[config.mk]
export PLATFORM = sky130hd
export DESIGN_NAME = pces_ctrl
export DESIGN_NICKNAME = d
export VERILOG_FILES = /design/src/hw/rtl/pces_pkg.sv /design/src/hw/rtl/pces_ctrl.sv
export SDC_FILE = /design/constraint.sdc
export NUM_CORES = 1
export LEC_CHECK = 0
export CORE_AREA = 2 2 39 41
export CTS_CLUSTER_DIAMETER = 40
export CTS_CLUSTER_SIZE = 25
export DETAILED_ROUTE_END_ITERATION = 8
export DIE_AREA = 0 0 41 43
export DONT_BUFFER_PORTS = 1
export HOLD_SLACK_MARGIN = 0.1
export PLACE_DENSITY = 0.45
export SETUP_SLACK_MARGIN = 0.15
export SYNTH_ARGS = -nofsm -noshare
export SYNTH_HDL_FRONTEND = slang
export SYNTH_SLANG_ARGS = --single-unit
export TNS_END_PERCENT = 30
[constraint.sdc]
create_clock -name clk -period 1.2 [get_ports clk]
set_clock_uncertainty 0.05 [all_clocks]
set_input_delay 0 -clock clk [delete_from_list [all_inputs] [get_ports clk]]
set_output_delay 0 -clock clk [all_outputs]
set_load 0.02 [all_outputs]
[src/hw/rtl/pces_pkg.sv]
// Shared constants, types and command struct for the extent statistics core
`timescale 1ns / 1ps
`default_nettype none
package pces_pkg;
  localparam int MAX_POINTS_DEF = 1024;
  localparam int COORD_BITS_DEF = 24;
  localparam int DIAM_BITS      = 25;
  localparam int COUNT_BITS     = 11;

  // controller -> datapath commands
  typedef struct packed {
    logic load;       // store a point and update running stats
    logic clear;      // return running stats to their reset values
    logic pair_start; // begin pair walk: i = 0, j = 1, best = 0
    logic pair_step;  // issue read for (i, j) and advance
    logic sqrt_start; // start root of best squared distance
    logic div_start;  // start centroid division
    logic capture;    // latch result into output register
  } pces_cmd_t;

  // datapath -> controller status
  typedef struct packed {
    logic full;       // store holds MAX_POINTS points
    logic pair_done;  // all pairs issued
    logic pipe_empty; // distance pipeline drained
    logic sqrt_busy;
    logic div_busy;
  } pces_sts_t;
endpackage
`default_nettype wire

[src/hw/rtl/pces_ctrl.sv]
// Controller state machine for the extent statistics core
`timescale 1ns / 1ps
`default_nettype none
module pces_ctrl (
  input  wire logic            clk,
  input  wire logic            rst,
  input  wire logic            in_valid,
  input  wire logic            last_point,
  output logic                 in_ready,
  input  wire logic            out_ready,
  output logic                 out_valid,
  input  wire pces_pkg::pces_sts_t sts,
  output pces_pkg::pces_cmd_t  cmd
);
  import pces_pkg::*;

  localparam logic [2:0] S_LOAD  = 3'd0;
  localparam logic [2:0] S_PAIR  = 3'd1;
  localparam logic [2:0] S_DRAIN = 3'd2;
  localparam logic [2:0] S_MATH  = 3'd3;
  localparam logic [2:0] S_WAIT  = 3'd4;
  localparam logic [2:0] S_OUT   = 3'd5;

  logic [2:0] state, state_next;
  logic       xfer_in;

  assign in_ready  = (state == S_LOAD);
  assign out_valid = (state == S_OUT);
  assign xfer_in   = in_valid && in_ready;

  always_comb begin
    state_next = state;
    cmd        = '0;
    unique case (state)
      S_LOAD: begin
        cmd.load = xfer_in && !sts.full;
        if (xfer_in && last_point) begin
          cmd.pair_start = 1'b1;
          state_next = S_PAIR;
        end
      end
      S_PAIR: begin
        if (sts.pair_done) state_next = S_DRAIN;
        else cmd.pair_step = 1'b1;
      end
      S_DRAIN: begin
        if (sts.pipe_empty) begin
          cmd.sqrt_start = 1'b1;
          cmd.div_start  = 1'b1;
          state_next = S_MATH;
        end
      end
      S_MATH: state_next = S_WAIT;
      S_WAIT: begin
        if (!sts.sqrt_busy && !sts.div_busy) begin
          cmd.capture = 1'b1;
          state_next = S_OUT;
        end
      end
      S_OUT: begin
        if (out_ready) begin
          cmd.clear = 1'b1;
          state_next = S_LOAD;
        end
      end
      default: state_next = S_LOAD;
    endcase
  end

  always_ff @(posedge clk) begin
    if (rst) state <= S_LOAD;
    else state <= state_next;
  end
endmodule
`default_nettype wire

==> flow_summary_export.csv, run 1 <==
group,metric,value,unit
grt,grt_pass1_vias,366,
worst_setup_path,path_cells,"buf_6 > nand2b_4 > buf_6 > nor4_4 > buf_4",
final_layout,n_antenna_cell,0,
final_layout,largest_reg_flops,3,
timing,tightest_slew,234,ps
clocking,htree_levels,1,
detailed_routing,routed_via_density,4.73,
floorplanning,die_height,43,um
clocking,clk_pin_slew,30,ps
synthesis,seq_area_frac_synth,0.175,
synthesis,synth_fp_nets,46,
placement,portBuffers,0,
grt,gr-usage-all-layers,0.126,
final_layout,final_layout_size_suffix_gt1_frac,0.759,
synthesis,postSynthCellCount,36,
final_layout,fill_cells,129,
final_layout,multiInputGateArea,339,sq um
final_layout,nets,69,
detailed_routing,wl_per_cell,13.4,um
timing,worst_slack,-114,ps
final_layout,reg.largest.list,"state x3",
synthesis,synth_area_per_cell,9.56,sq um
floorplanning,start_util,0.249,
floorplanning,die-area,1760,sq um
synthesis,synth_top_family_by_area,"simple AND/OR/NAND/NOR gates",
power,total_leakage_power,0.000304,uW
detailed_routing,initialDrtViolationCount,3,
synthesis,netlist-cell-type-count,24,
final_layout,stdcell_count,74,
grt,antenna_found_initial,0,
worst_setup_path,worstPathArrival,1260,ps
timing,fmax,0.761,GHz
timing,hold_violations,1,
timing,finalCritPeriodShare,1.09,
detailed_routing,routed_wl,988,um
synthesis,synthesis.area,344,sq um
power,power-per-cell-area,1830,nW/um^2
clocking,root_buffer,"clkbuf_4",
placement,dpl_worst_slack,-193,ps
floorplanning,fp-row-count,14,
detailed_routing,ant_nets,0,
clocking,clock_sink_count,3,
worst_hold_path,holdCritPathClass,"in2reg",
clocking,cts_max_path_buffers,2,
synthesis,synth_compound_area_frac,0.233,
worst_setup_path,cp_max_fo,5,
timing,rsz0062_at_grt,"true",
floorplanning,core,1380,sq um
timing,timing.hold.ws,-14.6,ps
worst_setup_path,reg2reg_slack,-100,ps
worst_setup_path,cp.buffers_inverters,3,
power,peakVddDrop,0.989,mV
grt,grt_remaining_overflow,0,
clocking,cts_tree,"built",
detailed_routing,vias,350,
placement,dp_hpwl,655,um
timing,final_max_slew_viol_count,0,
worst_setup_path,endpoint_kind,"primary output",
timing,finalCriticalPeriod,1310,ps
job,maxCapViolations,0,
grt,grt_max_degree,8,
run_status,violations,"hold timing, setup timing",
grt,grt_pass1_wl,1.45,mm
timing,max_slew_margin,0.842,
final_layout,ff_latch_area,71.3,sq um
synthesis,muxShareOfSynthArea,0.0873,
synthesis,ys_ff_latch,3,
worst_setup_path,start_kind,"flop",
placement,gp_congestion,0.597,
worst_setup_path,crit_top_cell,"buf_6",
run_status,status,"finished, violations left",
placement,placed_cells,62,
timing,setup_violations,7,
floorplanning,die_x,41,um
detailed_routing,drt_pre_antenna_iters,3,
synthesis,synthXorXnorAreaFrac,0.0255,
final_layout,regMostFlops,"state",
worst_setup_path,critical_path.max_stage_delay,350,ps
floorplanning,io_pins,19,
synthesis,yosys_warnings,0,
clocking,hold_buffers,1,
synthesis,synthAdderAreaFrac,0,
worst_setup_path,cp_data_required_time,1150,ps
clocking,cts_inserted_buffers,3,
clocking,clk_latency,250,ps
worst_setup_path,cp_top_family,"buffers and inverters",
detailed_routing,drc,0,
worst_setup_path,critPathSlowestCell,"dfxtp_4",
final_layout,syn_to_final_growth,95.3,%
synthesis,yosys.area_share.simple,0.360,
worst_setup_path,worstSetupPathType,"reg2out",
[final cells by class]
| cell class | count | share of cell area |
|---|---|---|
| Clock buffer | 4 | 0.0391 |
| Inverter | 1 | 0.00931 |
| Multi-Input combinational cell | 28 | 0.505 |
| Sequential cell | 3 | 0.106 |
| Tap cell | 16 | 0.0298 |
| Timing Repair Buffer | 22 | 0.311 |
[final timing paths]
check	cells after the start	from	to
hold reg to reg	2	state[2]	state[1]
setup / recovery	5	state[1]	cmd[0]
hold / removal	3	out_ready	state[1]
setup reg to reg	4	state[1]	state[0]
[worst min-delay path, delay by kind of cell]
kind | cells | cell delay (ps)
AOI/OAI and AO/OA | 2 | 130
and+or+nand+nor | 1 | 100
[metal layers]
metal,up-vias,GRT usage,share of wire
li1,175,-,-
met1,162,0.135,0.37
met2,10,0.194,0.53
met3,3,0.0628,0.075
met4,0,0.0600,0.021
met5,-,0,0
[cell usage in the layout (no fill, tap or decap), drive strengths merged]
cell         netlist  final
inv                1      1
nor2               1      1
dfxtp              3      3
xnor2              1      1
nor4b              1      1
nand3b             3      3
o41ai              1      1
and3               1      1
buf                4     21
dlygate4sd3        0      1
o21bai             1      1
clkbuf             0      4
o21a               1      1
nor3               2      2
and3b              2      2
and2               1      1
o21ai              1      1
o22ai              1      1
mux2i              3      3
a211o              2      2
nand2              1      1
nand2b             4      4
nor4               1      1
[cells in the mapped netlist (all sizes together)]
master  count  area share
nor4b       1       0.025
a211o       2       0.058
o22ai       1       0.036
nor4        1       0.018
inv         1       0.011
nor3        2       0.029
and2        1       0.018
o21bai      1       0.055
nand3b      3        0.10
mux2i       3       0.087
nor2        1       0.011
dfxtp       3        0.17
and3b       2       0.055
o41ai       1       0.047
o21ai       1       0.015
and3        1       0.018
xnor2       1       0.025
buf         4        0.11
nand2b      4       0.073
nand2       1       0.011
o21a        1       0.022
[through the flow]
stage	total power (uW)	cell area [sq um]	hold slack (ps)	util	TNS (ps)
finish	1230	672	-14.6	0.486	-443
global route	1310	672	-16.0	0.486	-948
CTS	1110	606	-1.26	0.438	-504
detailed placement	748	467	67.7	0.337	-473
global placement	738	467	64.5	0.337	-370
floorplan	617	383	2.66	-	-167
[power breakdown]
part,internal (uW),leakage [uW],switching (uW)
combinational,502,0.000262,346
sequential,140,0.0000267,48.6
clock,126,0.0000150,70.0
total,767,0.000304,465
[logic make-up after synthesis]
logic type                count (synthesis)
AOI/OAI and AO/OA                         7
xor gates and xnor gates                  1
buffers and inverters                     5
DFF                                       3
muxes                                     3
and+or+nand+nor                          17
[what timing repair did]
action,in CTS,in global routing
gates resized for setup,24,7
pin swaps,4,5
endpoints found under the setup margin,12,12
cloned,0,0
buffers inserted,4,3
hold endpoints to repair,3,1
No activity file was read; power rests on OpenSTA's default activity.
==> inputs of run 2 (changes only) <==
- RECOVER_POWER: not set -> 100
- SLEW_MARGIN: not set -> 20
==> run 2 against run 1 <==
  * The flow still finishes with violations (hold timing, setup timing)
  * Sequential power hardly changed
  * Register-to-register slack is essentially flat
  * Sequential share of layout area up 0.18 points
  * Hold slack about the same
  * Die area unchanged
  * Non-clock buffer count unchanged
  * Power fell by 1.5%
  * Utilization decreased by 0.81 points
  * Clock power is essentially flat
  * Clock-buffer cell count stayed put
  * Global-route usage stayed put
  * Critical path type unchanged
  * Critical endpoint unchanged
  * Largest cell class unchanged
  * Largest power group unchanged
  * Highest routed layer unchanged
==> flow_summary_export.csv, run 2 (synthesis results as in run 1) <==
group,metric,value,unit
run_status,status,"finished, violations left",
run_status,violations,"hold timing, setup timing",
worst_setup_path,r2r_cells,4,
final_layout,final_layout_size_suffix_gt1_frac,0.759,
power,peakVddDrop,0.988,mV
final_layout,regMostFlops,"state",
worst_setup_path,cp_data_required_time,1150,ps
detailed_routing,routed_wl,986,um
grt,grt_max_degree,8,
worst_setup_path,worstPathArrival,1260,ps
floorplanning,io_pins,19,
grt,grt_remaining_overflow,0,
final_layout,final_cell_mix,"10 x buf_6, 8 x buf_4",
detailed_routing,vias,350,
worst_hold_path,holdCritPathClass,"in2reg",
final_layout,nets,69,
timing,finalSetupTns,-442,ps
clocking,hold_buffers,1,
clocking,clk_latency,250,ps
floorplanning,start_util,0.249,
floorplanning,die_x,41,um
grt,grt_pass1_wl,1.45,mm
placement,portBuffers,0,
floorplanning,die_height,43,um
clocking,clk_pin_slew,30,ps
detailed_routing,wl_per_cell,13.3,um
job,maxCapViolations,0,
power,power-per-cell-area,1840,nW/um^2
final_layout,syn_to_final_growth,92.0,%
detailed_routing,routed_via_density,4.73,
timing,finalCritPeriodShare,1.09,
timing,finalCriticalPeriod,1310,ps
timing,tightest_slew,234,ps
clocking,cts_tree,"built",
floorplanning,fp-row-count,14,
power,total_leakage_power,0.000299,uW
timing,fmax,0.761,GHz
timing,rsz0062_at_grt,"true",
clocking,root_buffer,"clkbuf_4",
final_layout,reg.largest.list,"state x3",
floorplanning,core,1380,sq um
placement,dp_hpwl,655,um
detailed_routing,drt_pre_antenna_iters,3,
worst_hold_path,hold_path_depth,3,
placement,placed_cells,62,
timing,timing.hold.ws,-14.9,ps
final_layout,final_core_util,0.477,
floorplanning,die-area,1760,sq um
timing,final_max_slew_viol_count,0,
worst_setup_path,start_kind,"flop",
grt,grt_pass1_vias,366,
worst_setup_path,endpoint_kind,"primary output",
placement,placed_area,467,sq um
timing,hold_violations,1,
clocking,htree_levels,1,
detailed_routing,initialDrtViolationCount,3,
final_layout,largest_reg_flops,3,
clocking,cts_inserted_buffers,3,
timing,max_slew_margin,0.842,
timing,setup_violations,7,
worst_setup_path,worstSetupPathType,"reg2out",
worst_setup_path,cp_max_fo,5,
grt,antenna_found_initial,0,
detailed_routing,drc,0,
grt,gr-usage-all-layers,0.126,
power,finalPower,1210,uW
final_layout,stdcell_count,74,
clocking,clock_sink_count,3,
clocking,cts_max_path_buffers,2,
final_layout,fin_area,661,sq um
final_layout,n_antenna_cell,0,
final_layout,mostFrequentLayoutCell,"buf_6",
timing,worst_slack,-114,ps
detailed_routing,ant_nets,0,
placement,gp_congestion,0.597,
## run 2: cell counts in the layout (fill, tap and decap cells not counted)
Identical to the previous run, type by type.
## run 2: metrics by stage
| step | worst slack [ps] | hold WS [ps] |
|---|---|---|
| after floorplan | -62.2 | 2.66 |
| after global placement | -181 | 64.5 |
| after detailed placement | -193 | 67.7 |
| after CTS | -109 | -1.26 |
| after global routing | -166 | -16.3 |
| final | -114 | -14.9 |
## run 2: cell type report
cell class              instances  area (sq um)
inverters                       1          6.26
well taps                      16          20.0
fillers                       132           723
multi-input cells              28           339
flip-flops and latches          3          71.3
clock buffers                   4          26.3
repair buffers                 22           198
## run 2: timing repair
action,4_1_cts,5_1_grt
gates resized for setup,24,7
setup buffers,4,3
pin swaps,4,5
endpoints found under the setup margin,12,12
endpoints found under the hold margin,3,1
## run 2: metal layers
| metal | vias to the layer above | part of all wire | wire length [um] | track usage |
|---|---|---|---|---|
| met4 | 0 | 0.021 | 21 | 0.0600 |
| met1 | 162 | 0.37 | 369 | 0.135 |
| met3 | 3 | 0.075 | 74 | 0.0628 |
| met5 | - | 0 | 0 | 0 |
| li1 | 175 | - | - | - |
| met2 | 10 | 0.53 | 520 | 0.194 |
## run 2: path summary, 6_finish.rpt
path	slack, ps	startpoint	endpoint
setup / recovery	-110	state[1]	cmd[0]
hold / removal	-10	out_ready	state[1]
setup reg to reg	-100	state[1]	state[0]
hold reg to reg	570	state[2]	state[1]
## run 2: critical path: stages, from the launching register on
cell and delay, ps:
dfxtp_4 350, buf_6 120, nand2b_4 140, buf_6 110, nor4_4 130, buf_4 180
## run 2: report_power, final
part / leakage, uW / internal, uW / switching (uW)
clock network: 0.0000150 / 126 / 70.0
registers: 0.0000267 / 140 / 48.6
logic: 0.000257 / 486 / 344
total: 0.000299 / 751 / 463
